### src/gjr_pkg.sv
// ----------------------------------------------------------------------------
// gjr_pkg
// Shared constants, types and helpers for the GJR-GARCH variance filter.
// ----------------------------------------------------------------------------
package gjr_pkg;

   localparam int DATA_W    = 32;
   localparam int COEF_W    = 16;
   localparam int OPND_W    = DATA_W + 1;
   localparam int PROD_W    = COEF_W + OPND_W;
   localparam int ACC_W     = 53;
   localparam int FRAC_SH   = 14;
   localparam int LANES     = 4;
   localparam int LANE_W    = 2;

   localparam int ARCH_MAX  = 4;
   localparam int GARCH_MAX = 4;
   localparam int EXOG_MAX  = 4;

   localparam int HIST_DEPTH = 4;
   localparam int HIST_AW    = 2;

   localparam logic [2:0] ARCH_LIM  = 3'((ARCH_MAX  < LANES) ? ARCH_MAX  : LANES);
   localparam logic [2:0] GARCH_LIM = 3'((GARCH_MAX < LANES) ? GARCH_MAX : LANES);
   localparam logic [2:0] EXOG_LIM  = 3'((EXOG_MAX  < LANES) ? EXOG_MAX  : LANES);

   localparam int CSR_IDX_W  = 3;
   localparam int CSR_DATA_W = 64;

   localparam logic [CSR_IDX_W-1:0] CSR_OMEGA       = 3'd0;
   localparam logic [CSR_IDX_W-1:0] CSR_ALPHA_COEFS = 3'd1;
   localparam logic [CSR_IDX_W-1:0] CSR_GAMMA_COEFS = 3'd2;
   localparam logic [CSR_IDX_W-1:0] CSR_BETA_COEFS  = 3'd3;
   localparam logic [CSR_IDX_W-1:0] CSR_EXOG_COEFS  = 3'd4;
   localparam logic [CSR_IDX_W-1:0] CSR_ARCH_ORDER  = 3'd5;
   localparam logic [CSR_IDX_W-1:0] CSR_GARCH_ORDER = 3'd6;
   localparam logic [CSR_IDX_W-1:0] CSR_EXOG_COUNT  = 3'd7;

   // term groups, one per quarter of the tap sequence
   localparam logic [1:0] GRP_EXOG  = 2'd0;
   localparam logic [1:0] GRP_ALPHA = 2'd1;
   localparam logic [1:0] GRP_GAMMA = 2'd2;
   localparam logic [1:0] GRP_BETA  = 2'd3;

   typedef struct packed {
      logic [DATA_W-1:0] res;
      logic [DATA_W-1:0] neg_res;
      logic [DATA_W-1:0] var_h;
   } hist_word_type;

   function automatic logic signed [COEF_W-1:0] lane_coef(
      input logic [CSR_DATA_W-1:0] packed_coefs,
      input logic [LANE_W-1:0]     lane
   );
      logic [COEF_W-1:0] bits;
      bits = packed_coefs[lane*COEF_W +: COEF_W];
      return $signed(bits);
   endfunction

   function automatic logic [2:0] limit_order(
      input logic [2:0] order,
      input logic [2:0] cap
   );
      return (order > cap) ? cap : order;
   endfunction

endpackage

### src/gjr_if.sv
// ----------------------------------------------------------------------------
// gjr_if
// Channel interfaces: step input, variance result and register write.
// ----------------------------------------------------------------------------
interface gjr_req_if;
   logic                              valid;
   logic                              ready;
   logic [gjr_pkg::DATA_W-1:0]        sq_residual;
   logic [gjr_pkg::DATA_W-1:0]        neg_sq_residual;
   logic signed [gjr_pkg::DATA_W-1:0] exog_0;
   logic signed [gjr_pkg::DATA_W-1:0] exog_1;
   logic signed [gjr_pkg::DATA_W-1:0] exog_2;
   logic signed [gjr_pkg::DATA_W-1:0] exog_3;
   logic                              preload;
   logic [gjr_pkg::DATA_W-1:0]        given_variance;

   modport source (output valid, sq_residual, neg_sq_residual, exog_0, exog_1, exog_2,
                   exog_3, preload, given_variance, input ready);
   modport sink   (input valid, sq_residual, neg_sq_residual, exog_0, exog_1, exog_2,
                   exog_3, preload, given_variance, output ready);
endinterface

interface gjr_rsp_if;
   logic                       valid;
   logic                       ready;
   logic [gjr_pkg::DATA_W-1:0] variance;
   logic                       saturated;

   modport source (output valid, variance, saturated, input ready);
   modport sink   (input valid, variance, saturated, output ready);
endinterface

interface gjr_csr_if;
   logic                           valid;
   logic                           ready;
   logic [gjr_pkg::CSR_IDX_W-1:0]  index;
   logic [gjr_pkg::CSR_DATA_W-1:0] data;

   modport source (output valid, index, data, input ready);
   modport sink   (input valid, index, data, output ready);
endinterface

### src/gjr_garch_variance_filter.sv
// ----------------------------------------------------------------------------
// gjr_garch_variance_filter
// GJR-GARCH(p,q) conditional variance filter over a four-entry history RAM.
// ----------------------------------------------------------------------------
// Sequence: a compute step issues 16 taps through one shared 16x33 multiplier,
//   drains the tap pipeline, then rounds into the result register; a preload
//   step loads its given variance; both wait while the result is held.
// Throughput: one step in flight; the next beat is taken the cycle after the
//   result loads.
// Reset: synchronous; registers take their reset values, history valid bits
//   clear so every history entry reads as zero until written.
// ----------------------------------------------------------------------------
module gjr_garch_variance_filter (
   input  logic       clock,
   input  logic       reset,
   gjr_req_if.sink    req_ch,
   gjr_rsp_if.source  rsp_ch,
   gjr_csr_if.sink    csr_ch
);

   localparam logic [1:0] ST_IDLE = 2'd0;
   localparam logic [1:0] ST_RUN  = 2'd1;
   localparam logic [1:0] ST_WAIT = 2'd2;
   localparam logic [1:0] ST_FIN  = 2'd3;

   localparam int DW = gjr_pkg::DATA_W;
   localparam int AW = gjr_pkg::ACC_W;
   localparam int PW = gjr_pkg::PROD_W;
   localparam int SH = gjr_pkg::FRAC_SH;

   // configuration
   logic signed [DW-1:0]                omega_ff;
   logic [gjr_pkg::CSR_DATA_W-1:0]      alpha_ff, gamma_ff, beta_ff, exogc_ff;
   logic [2:0]                          arch_ord_ff, garch_ord_ff, exog_cnt_ff;

   // control
   logic [1:0]                          state_ff, state_in;
   logic [3:0]                          cnt_ff;
   logic [gjr_pkg::HIST_AW-1:0]         wr_ptr_ff;
   logic [gjr_pkg::HIST_DEPTH-1:0]      hist_vld_ff;

   // latched step
   logic [DW-1:0]                       sq_ff, neg_ff, given_ff;
   logic signed [DW-1:0]                exog_ff [gjr_pkg::LANES];
   logic                                pre_ff;

   // tap pipeline
   logic                                a_vld_ff, p_vld_ff;
   logic signed [gjr_pkg::COEF_W-1:0]   a_coef_ff;
   logic [1:0]                          a_grp_ff;
   logic [gjr_pkg::LANE_W-1:0]          a_lane_ff;
   logic                                a_hv_ff;
   gjr_pkg::hist_word_type              rd_data_ff;
   logic signed [PW-1:0]                prod_ff;
   logic signed [AW-1:0]                acc_ff, acc_in;

   // history memory
   gjr_pkg::hist_word_type              hist_mem [gjr_pkg::HIST_DEPTH];

   // result
   logic                                rsp_valid_ff, rsp_sat_ff;
   logic [DW-1:0]                       rsp_var_ff;

   logic                                req_acc, rsp_load;
   logic [1:0]                          grp;
   logic [gjr_pkg::LANE_W-1:0]          lag;
   logic [gjr_pkg::HIST_AW-1:0]         rd_addr;
   logic                                tap_en;
   logic signed [gjr_pkg::COEF_W-1:0]   coef_sel;
   logic signed [gjr_pkg::OPND_W-1:0]   opnd;
   logic signed [AW-1:0]                rnd;
   logic [DW-1:0]                       res_var;
   logic                                res_sat;

   assign req_ch.ready = (state_ff == ST_IDLE);
   assign req_acc      = req_ch.valid && req_ch.ready;
   assign csr_ch.ready = 1'b1;

   assign rsp_ch.valid     = rsp_valid_ff;
   assign rsp_ch.variance  = rsp_var_ff;
   assign rsp_ch.saturated = rsp_sat_ff;

   assign rsp_load = (state_ff == ST_FIN) && (!rsp_valid_ff || rsp_ch.ready);

   // ---- configuration registers
   always_ff @(posedge clock) begin
      if (reset) begin
         omega_ff     <= '0;
         alpha_ff     <= '0;
         gamma_ff     <= '0;
         beta_ff      <= '0;
         exogc_ff     <= '0;
         arch_ord_ff  <= 3'd1;
         garch_ord_ff <= 3'd1;
         exog_cnt_ff  <= 3'd0;
      end else if (csr_ch.valid && csr_ch.ready) begin
         case (csr_ch.index)
            gjr_pkg::CSR_OMEGA:       omega_ff     <= $signed(csr_ch.data[DW-1:0]);
            gjr_pkg::CSR_ALPHA_COEFS: alpha_ff     <= csr_ch.data;
            gjr_pkg::CSR_GAMMA_COEFS: gamma_ff     <= csr_ch.data;
            gjr_pkg::CSR_BETA_COEFS:  beta_ff      <= csr_ch.data;
            gjr_pkg::CSR_EXOG_COEFS:  exogc_ff     <= csr_ch.data;
            gjr_pkg::CSR_ARCH_ORDER:  arch_ord_ff  <= csr_ch.data[2:0];
            gjr_pkg::CSR_GARCH_ORDER: garch_ord_ff <= csr_ch.data[2:0];
            gjr_pkg::CSR_EXOG_COUNT:  exog_cnt_ff  <= csr_ch.data[2:0];
            default: ;
         endcase
      end
   end

   // ---- sequencer
   always_comb begin
      state_in = state_ff;
      case (state_ff)
         ST_IDLE: begin
            if (req_acc) state_in = req_ch.preload ? ST_FIN : ST_RUN;
         end
         ST_RUN: begin
            if (cnt_ff == 4'hF) state_in = ST_WAIT;
         end
         ST_WAIT: begin
            if (!a_vld_ff && !p_vld_ff) state_in = ST_FIN;
         end
         ST_FIN: begin
            if (rsp_load) state_in = ST_IDLE;
         end
         default: state_in = ST_IDLE;
      endcase
   end

   always_ff @(posedge clock) begin
      if (reset) begin
         state_ff <= ST_IDLE;
         cnt_ff   <= '0;
      end else begin
         state_ff <= state_in;
         if (state_ff == ST_RUN) cnt_ff <= cnt_ff + 4'd1;
         else                    cnt_ff <= '0;
      end
   end

   // step latch
   always_ff @(posedge clock) begin
      if (req_acc) begin
         sq_ff      <= req_ch.sq_residual;
         neg_ff     <= req_ch.neg_sq_residual;
         given_ff   <= req_ch.given_variance;
         pre_ff     <= req_ch.preload;
         exog_ff[0] <= req_ch.exog_0;
         exog_ff[1] <= req_ch.exog_1;
         exog_ff[2] <= req_ch.exog_2;
         exog_ff[3] <= req_ch.exog_3;
      end
   end

   // ---- tap issue: counter high bits pick the term group, low bits the lag
   assign grp     = cnt_ff[3:2];
   assign lag     = cnt_ff[1:0];
   assign rd_addr = wr_ptr_ff - gjr_pkg::HIST_AW'(1) - lag;

   always_comb begin
      case (grp)
         gjr_pkg::GRP_EXOG: begin
            coef_sel = gjr_pkg::lane_coef(exogc_ff, lag);
            tap_en   = {1'b0, lag} < gjr_pkg::limit_order(exog_cnt_ff, gjr_pkg::EXOG_LIM);
         end
         gjr_pkg::GRP_ALPHA: begin
            coef_sel = gjr_pkg::lane_coef(alpha_ff, lag);
            tap_en   = {1'b0, lag} < gjr_pkg::limit_order(arch_ord_ff, gjr_pkg::ARCH_LIM);
         end
         gjr_pkg::GRP_GAMMA: begin
            coef_sel = gjr_pkg::lane_coef(gamma_ff, lag);
            tap_en   = {1'b0, lag} < gjr_pkg::limit_order(arch_ord_ff, gjr_pkg::ARCH_LIM);
         end
         default: begin
            coef_sel = gjr_pkg::lane_coef(beta_ff, lag);
            tap_en   = {1'b0, lag} < gjr_pkg::limit_order(garch_ord_ff, gjr_pkg::GARCH_LIM);
         end
      endcase
   end

   always_ff @(posedge clock) begin
      if (reset) begin
         a_vld_ff <= 1'b0;
         p_vld_ff <= 1'b0;
      end else begin
         a_vld_ff <= (state_ff == ST_RUN);
         p_vld_ff <= a_vld_ff;
      end
   end

   always_ff @(posedge clock) begin
      a_coef_ff <= tap_en ? coef_sel : '0;
      a_grp_ff  <= grp;
      a_lane_ff <= lag;
      a_hv_ff   <= hist_vld_ff[rd_addr];
   end

   // ---- history RAM: one write port, one registered read port
   always_ff @(posedge clock) begin
      if (rsp_load) hist_mem[wr_ptr_ff] <= '{res: sq_ff, neg_res: neg_ff, var_h: res_var};
      rd_data_ff <= hist_mem[rd_addr];
   end

   always_ff @(posedge clock) begin
      if (reset) begin
         wr_ptr_ff   <= '0;
         hist_vld_ff <= '0;
      end else if (rsp_load) begin
         wr_ptr_ff              <= wr_ptr_ff + gjr_pkg::HIST_AW'(1);
         hist_vld_ff[wr_ptr_ff] <= 1'b1;
      end
   end

   // ---- multiply
   always_comb begin
      case (a_grp_ff)
         gjr_pkg::GRP_EXOG:  opnd = {exog_ff[a_lane_ff][DW-1], exog_ff[a_lane_ff]};
         gjr_pkg::GRP_ALPHA: opnd = a_hv_ff ? $signed({1'b0, rd_data_ff.res})     : '0;
         gjr_pkg::GRP_GAMMA: opnd = a_hv_ff ? $signed({1'b0, rd_data_ff.neg_res}) : '0;
         default:            opnd = a_hv_ff ? $signed({1'b0, rd_data_ff.var_h})   : '0;
      endcase
   end

   always_ff @(posedge clock) begin
      prod_ff <= a_coef_ff * opnd;
   end

   // ---- accumulate
   always_comb begin
      acc_in = acc_ff;
      if (req_acc) begin
         acc_in = {{(AW-DW-SH){omega_ff[DW-1]}}, omega_ff, {SH{1'b0}}};
      end else if (p_vld_ff) begin
         acc_in = acc_ff + {{(AW-PW){prod_ff[PW-1]}}, prod_ff};
      end
   end

   always_ff @(posedge clock) begin
      acc_ff <= acc_in;
   end

   // ---- round and clamp
   assign rnd = acc_ff + AW'(1 << (SH - 1));

   always_comb begin
      if (pre_ff) begin
         res_var = given_ff;
         res_sat = 1'b0;
      end else if (rnd[AW-1]) begin
         res_var = '0;
         res_sat = 1'b1;
      end else if (rnd[AW-2:DW+SH] != '0) begin
         res_var = '1;
         res_sat = 1'b1;
      end else begin
         res_var = rnd[DW+SH-1:SH];
         res_sat = 1'b0;
      end
   end

   // ---- result register
   always_ff @(posedge clock) begin
      if (reset) begin
         rsp_valid_ff <= 1'b0;
      end else if (rsp_load) begin
         rsp_valid_ff <= 1'b1;
      end else if (rsp_ch.ready) begin
         rsp_valid_ff <= 1'b0;
      end
   end

   always_ff @(posedge clock) begin
      if (rsp_load) begin
         rsp_var_ff <= res_var;
         rsp_sat_ff <= res_sat;
      end
   end

   // ---- checks
   a_sat_range: assert property (@(posedge clock) disable iff (reset)
      rsp_valid_ff && rsp_sat_ff |-> (rsp_var_ff == '0) || (rsp_var_ff == '1))
      else $error("saturated result not at a range limit");

   a_pipe_in_run: assert property (@(posedge clock) disable iff (reset)
      p_vld_ff |-> (state_ff == ST_RUN) || (state_ff == ST_WAIT))
      else $error("product valid outside tap sequence");

   a_hist_written: assert property (@(posedge clock) disable iff (reset)
      rsp_load |=> hist_vld_ff[$past(wr_ptr_ff)] && rsp_valid_ff)
      else $error("history entry not marked after result load");

   a_compute_start: assert property (@(posedge clock) disable iff (reset)
      req_acc && !req_ch.preload |=> (state_ff == ST_RUN) && (cnt_ff == 4'd0))
      else $error("compute beat did not start tap sequence");

endmodule
### src/flat_wrapper.sv
// flat-port wrapper written by rule: the top's interface ports become plain ports
module gjr_garch_variance_filter_flat 
  (clock, reset, req_ch_valid, req_ch_sq_residual, req_ch_neg_sq_residual, req_ch_exog_0, req_ch_exog_1, req_ch_exog_2, req_ch_exog_3, req_ch_preload, req_ch_given_variance, req_ch_ready, rsp_ch_valid, rsp_ch_variance, rsp_ch_saturated, rsp_ch_ready, csr_ch_valid, csr_ch_index, csr_ch_data, csr_ch_ready);
  gjr_req_if req_ch_i ();
  gjr_rsp_if rsp_ch_i ();
  gjr_csr_if csr_ch_i ();
  input  logic clock;
  input  logic reset;
  input wire logic [$bits(req_ch_i.valid)-1:0] req_ch_valid;
  input wire logic [$bits(req_ch_i.sq_residual)-1:0] req_ch_sq_residual;
  input wire logic [$bits(req_ch_i.neg_sq_residual)-1:0] req_ch_neg_sq_residual;
  input wire logic [$bits(req_ch_i.exog_0)-1:0] req_ch_exog_0;
  input wire logic [$bits(req_ch_i.exog_1)-1:0] req_ch_exog_1;
  input wire logic [$bits(req_ch_i.exog_2)-1:0] req_ch_exog_2;
  input wire logic [$bits(req_ch_i.exog_3)-1:0] req_ch_exog_3;
  input wire logic [$bits(req_ch_i.preload)-1:0] req_ch_preload;
  input wire logic [$bits(req_ch_i.given_variance)-1:0] req_ch_given_variance;
  output wire logic [$bits(req_ch_i.ready)-1:0] req_ch_ready;
  output wire logic [$bits(rsp_ch_i.valid)-1:0] rsp_ch_valid;
  output wire logic [$bits(rsp_ch_i.variance)-1:0] rsp_ch_variance;
  output wire logic [$bits(rsp_ch_i.saturated)-1:0] rsp_ch_saturated;
  input wire logic [$bits(rsp_ch_i.ready)-1:0] rsp_ch_ready;
  input wire logic [$bits(csr_ch_i.valid)-1:0] csr_ch_valid;
  input wire logic [$bits(csr_ch_i.index)-1:0] csr_ch_index;
  input wire logic [$bits(csr_ch_i.data)-1:0] csr_ch_data;
  output wire logic [$bits(csr_ch_i.ready)-1:0] csr_ch_ready;
  assign req_ch_i.valid = req_ch_valid;
  assign req_ch_i.sq_residual = req_ch_sq_residual;
  assign req_ch_i.neg_sq_residual = req_ch_neg_sq_residual;
  assign req_ch_i.exog_0 = req_ch_exog_0;
  assign req_ch_i.exog_1 = req_ch_exog_1;
  assign req_ch_i.exog_2 = req_ch_exog_2;
  assign req_ch_i.exog_3 = req_ch_exog_3;
  assign req_ch_i.preload = req_ch_preload;
  assign req_ch_i.given_variance = req_ch_given_variance;
  assign req_ch_ready = req_ch_i.ready;
  assign rsp_ch_valid = rsp_ch_i.valid;
  assign rsp_ch_variance = rsp_ch_i.variance;
  assign rsp_ch_saturated = rsp_ch_i.saturated;
  assign rsp_ch_i.ready = rsp_ch_ready;
  assign csr_ch_i.valid = csr_ch_valid;
  assign csr_ch_i.index = csr_ch_index;
  assign csr_ch_i.data = csr_ch_data;
  assign csr_ch_ready = csr_ch_i.ready;
  gjr_garch_variance_filter u_core (.clock(clock), .reset(reset), .req_ch(req_ch_i), .rsp_ch(rsp_ch_i), .csr_ch(csr_ch_i));
endmodule
### config.mk
export PLATFORM = sky130hd
export DESIGN_NAME = gjr_garch_variance_filter_flat
export DESIGN_NICKNAME = d
export VERILOG_FILES = /design/src/gjr_pkg.sv /design/src/gjr_if.sv /design/src/gjr_garch_variance_filter.sv /design/src/flat_wrapper.sv
export SDC_FILE = /design/constraint.sdc
export NUM_CORES = 2
export LEC_CHECK = 0
export BUFFER_PORTS_ARGS = -buffer_cell sky130_fd_sc_hd__buf_2
export CORE_ASPECT_RATIO = 0.5
export CORE_UTILIZATION = 64
export CTS_BUF_LIST = sky130_fd_sc_hd__clkbuf_8
export DETAILED_ROUTE_END_ITERATION = 7
export GPL_TIMING_DRIVEN = 0
export PLACE_DENSITY = 0.8
export SETUP_SLACK_MARGIN = 0.5
export SLEW_MARGIN = 20
export SYNTH_ARGS = -nofsm -noshare
export SYNTH_HDL_FRONTEND = slang
export SYNTH_SLANG_ARGS = --single-unit
### constraint.sdc
create_clock -name clock -period 12 [get_ports clock]
set_clock_uncertainty 0.2 [all_clocks]
set_input_delay 1.8 -clock clock [delete_from_list [all_inputs] [get_ports clock]]
set_output_delay 1.8 -clock clock [all_outputs]
set_load 0.03 [all_outputs]
==> impl_metrics.json <==
{
  "port_buffers": 325,
  "worst_pin_slew_ns": 1.259,
  "worstHoldPathCells": 0,
  "ff2ff_setup_slack_ns": 1.65,
  "endpoint_kind": "flop",
  "wl_per_cell_microns": 24.89,
  "grt_max_degree": 44,
  "cts_tree": "done",
  "design_area_sq_mm": 0.07116,
  "die_y_microns": 225.7,
  "die_x_microns": 449.4,
  "synth_area_sq_mm": 0.06405,
  "crit_fanout": 10,
  "postPlaceCellArea_sq_mm": 0.06775,
  "yosysUniqueCellTypes": 73,
  "postCtsSetupBuffers": 0,
  "drt-vias-per-instance": 6.109,
  "period_needed_ns": 10.35,
  "rsz0062_at_grt": "false",
  "power_frac_comb_pct": 27.8,
  "gp_congestion": 1.065,
  "path_clk_slew_ns": 0.07,
  "slew_headroom_pct": 15.47,
  "synth_edf_count": 681,
  "hold_viol": 0,
  "ant_nets": 0,
  "antenna_found_initial": 4,
  "crit_required_ns": 12.49,
  "core_sq_mm": 0.09841,
  "grt_pass1_wl_mm": 284.2,
  "hp-class": "flop to flop",
  "clock_latency_ns": 0.88,
  "cpMostUsedCell": "fa_1",
  "drt-initial-drc-count": 5925,
  "fin_tns_setup_ns": 0,
  "synthToLayoutAreaGrowth_pct": 11.09,
  "wl_mm": 191.5,
  "p_sw_mw": 4.008,
  "drive_gt1_share_pct": 12.63,
  "seq_area_frac_synth_pct": 47.30,
  "synthArstFlopShare_pct": 0,
  "via_count": 47000,
  "avgSynthCellArea_sq_um": 11.21,
  "fmax_ghz": 0.09658,
  "clockRootBuffer": "clkbuf_8",
  "ys_warn_count": 0,
  "die_area_sq_mm": 0.1014,
  "seqPwrFrac_pct": 44.6,
  "grt_pass1_vias": 46990,
  "status": "complete, no violations",
  "final_nets": 7205,
  "io_pins": 333,
  "powerDensity_mw_per_mm2": 163.8,
  "grt_overflow": 0,
  "setup_slack_ns": 1.646,
  "max_stage_delay_ns": 0.88,
  "htreeDepth": 4,
  "cts_max_path_buffers": 3,
  "fin_crit_sh_pct": 86.28,
  "finalMaxSlewViolations": 0,
  "ys.flop_type": "edfxtp_1",
  "cts_resized": 0,
  "drc_errors": 0,
  "p_clk_share_pct": 27.6,
  "cp.arrival_ns": 10.84,
  "dpl_worst_slack_ns": 2.072,
  "rows": 81,
  "dpl.hpwl_mm": 145.6,
  "cts_sinks": 1173,
  "ir_drop_mv": 0.1427,
  "cp_slowest_cell": "nor2_1",
  "ctsHoldBuffers": 0,
  "internal_power_mw": 7.648,
  "p_leak_nw": 28.85,
  "drv_cap": 0,
  "start_kind": "flop",
  "whs_ns": 0.2177,
  "drt-pass1-iter-count": 6,
  "r2r_cells": 28,
  "start_util_pct": 65.09,
  "syn_nets": 6698,
  "syn-instance-count": 5713,
  "grt_usage_pct": 38.05,
  "netSwitchingFraction_pct": 34.39,
  "path_class": "flop to flop",
  "fill_cells": 6631,
  "fin_total_pwr_mw": 11.66,
  "setup_violations": 0,
  "numCtsBuffers": 163,
  "ys_ff_latch": 1173
}
## cells by family after synthesis
family | synth area share, %
simple gates | 11.54
flops | 47.30
buf+inv | 5.454
compound gates | 8.562
fa+ha+maj | 19.31
mux | 5.975
xor+xnor | 1.846
other cells | 0.005854
## routing by layer
metal	global-route usage (%)	share of wire (%)	vias up
met3	10.47	13	615
li1	-	-	20222
met1	51.65	38	23124
met5	0	0.042	-
met4	19.27	5.6	4
met2	56.78	44	3035
## state kept, by name, summed over array words and instances (netlist names), 3 cells and up, named ones only
signal	cells
u_core.gamma_ff	64
u_core.sq_ff	32
u_core.exogc_ff	64
u_core.acc_ff	53
u_core.cnt_ff	4
u_core.given_ff	32
u_core.rd_data_ff	96
u_core.arch_ord_ff	3
u_core.garch_ord_ff	3
u_core.hist_vld_ff	4
u_core.a_coef_ff	16
u_core.neg_ff	32
u_core.alpha_ff	64
u_core.exog_cnt_ff	3
u_core.beta_ff	64
u_core.hist_mem	384
u_core.prod_ff	49
u_core.omega_ff	32
u_core.rsp_ch.variance	32
u_core.exog_ff	128
## critical path: cells and delay by family, from the launching register on
kind / cells / cell delay (ns)
flip-flops: 1 / 0.33
AO/OA/AOI/OAI: 8 / 1.78
AND/OR/NAND/NOR: 5 / 2.05
buffers and inverters: 7 / 1.95
XOR/XNOR: 1 / 0.50
adder cells (fa/ha/maj): 7 / 3.35
## cell usage after synthesis (4+ instances only)
library cell  number  share of area (%)
nand2b_1          16               0.16
buf_1             21               0.12
a221oi_1          34               0.46
ha_1             187                3.7
nor2_1           244                1.4
a22oi_1           63               0.74
o21ai_0          105               0.82
a211o_1            6              0.082
nor3_1            37               0.29
edfxtp_1         681                 32
and4_1             5              0.068
o211ai_1           7              0.082
o21ai_1           30               0.23
buf_4              4              0.047
clkbuf_1         275                1.6
xor2_1            50               0.68
a31oi_1           12               0.12
o31ai_1            7              0.082
o21bai_1          17               0.20
or3_1              7              0.068
fa_1             501                 16
nand3_1           46               0.36
xnor2_1           85                1.2
nand4_1           18               0.18
nand2_1          996                5.8
inv_1            611                3.6
a311oi_1          23               0.31
or2_2              5              0.049
mux2_2            33               0.58
and3_1            13               0.13
and2_1           278                2.7
a21oi_1          463                3.6
mux2i_1           19               0.30
buf_2              7              0.055
a211oi_1          43               0.50
dfxtp_1          492                 15
mux4_2           145                5.1
o21a_1            14               0.16
a21o_1            49               0.57
a22o_1             4              0.055
nor2b_1           14               0.14
## layout make-up
class / count / area (sq um) / area share [%]
antenna: 5 / 12.51 / 0.01758
buffer: 309 / 1197 / 1.683
clock buffer: 189 / 2601 / 3.656
clock inverter: 116 / 794.5 / 1.117
inverter: 613 / 2301 / 3.234
multi-input combinational: 3618 / 30290 / 42.57
sequential: 1173 / 30300 / 42.58
tap: 1328 / 1662 / 2.335
timing repair buffer: 342 / 1999 / 2.810
## power groups by stage
stage	Clock (mW)	Sequential (mW)	Combinational, mW
detailed placement	0	5.26	3.12
CTS	3.22	5.18	3.16
global placement	0	5.34	2.99
finish	3.21	5.20	3.24
global route	3.40	5.22	3.44
floorplan	0	5.22	1.98
## per-stage QoR
step	cells	util, %
finish	7693	72.31
global route	7689	72.30
CTS	7688	72.30
detailed placement	7383	68.85
global placement	7366	68.43
floorplan	5713	-
## cells in the final DEF (no fill, tap or decap), drive strengths merged, types with 145 or more instances in the layout
master | Yosys | routed
a21oi | 463 | 463
and2 | 278 | 278
buf | 33 | 375
clkbuf | 276 | 465
dfxtp | 492 | 492
edfxtp | 681 | 681
fa | 501 | 501
ha | 187 | 187
inv | 613 | 677
mux4 | 145 | 145
nand2 | 996 | 996
nor2 | 246 | 246
## worst paths after layout
path	from	endpoint
max	u_core.a_grp_ff[0]	u_core.prod_ff[48]
min	u_core.cnt_ff[0]	flop
max reg2reg	u_core.a_grp_ff[0]	u_core.prod_ff[48]
min reg2reg	u_core.cnt_ff[0]	flop
Note: power is estimated with default switching activity, not from simulation.
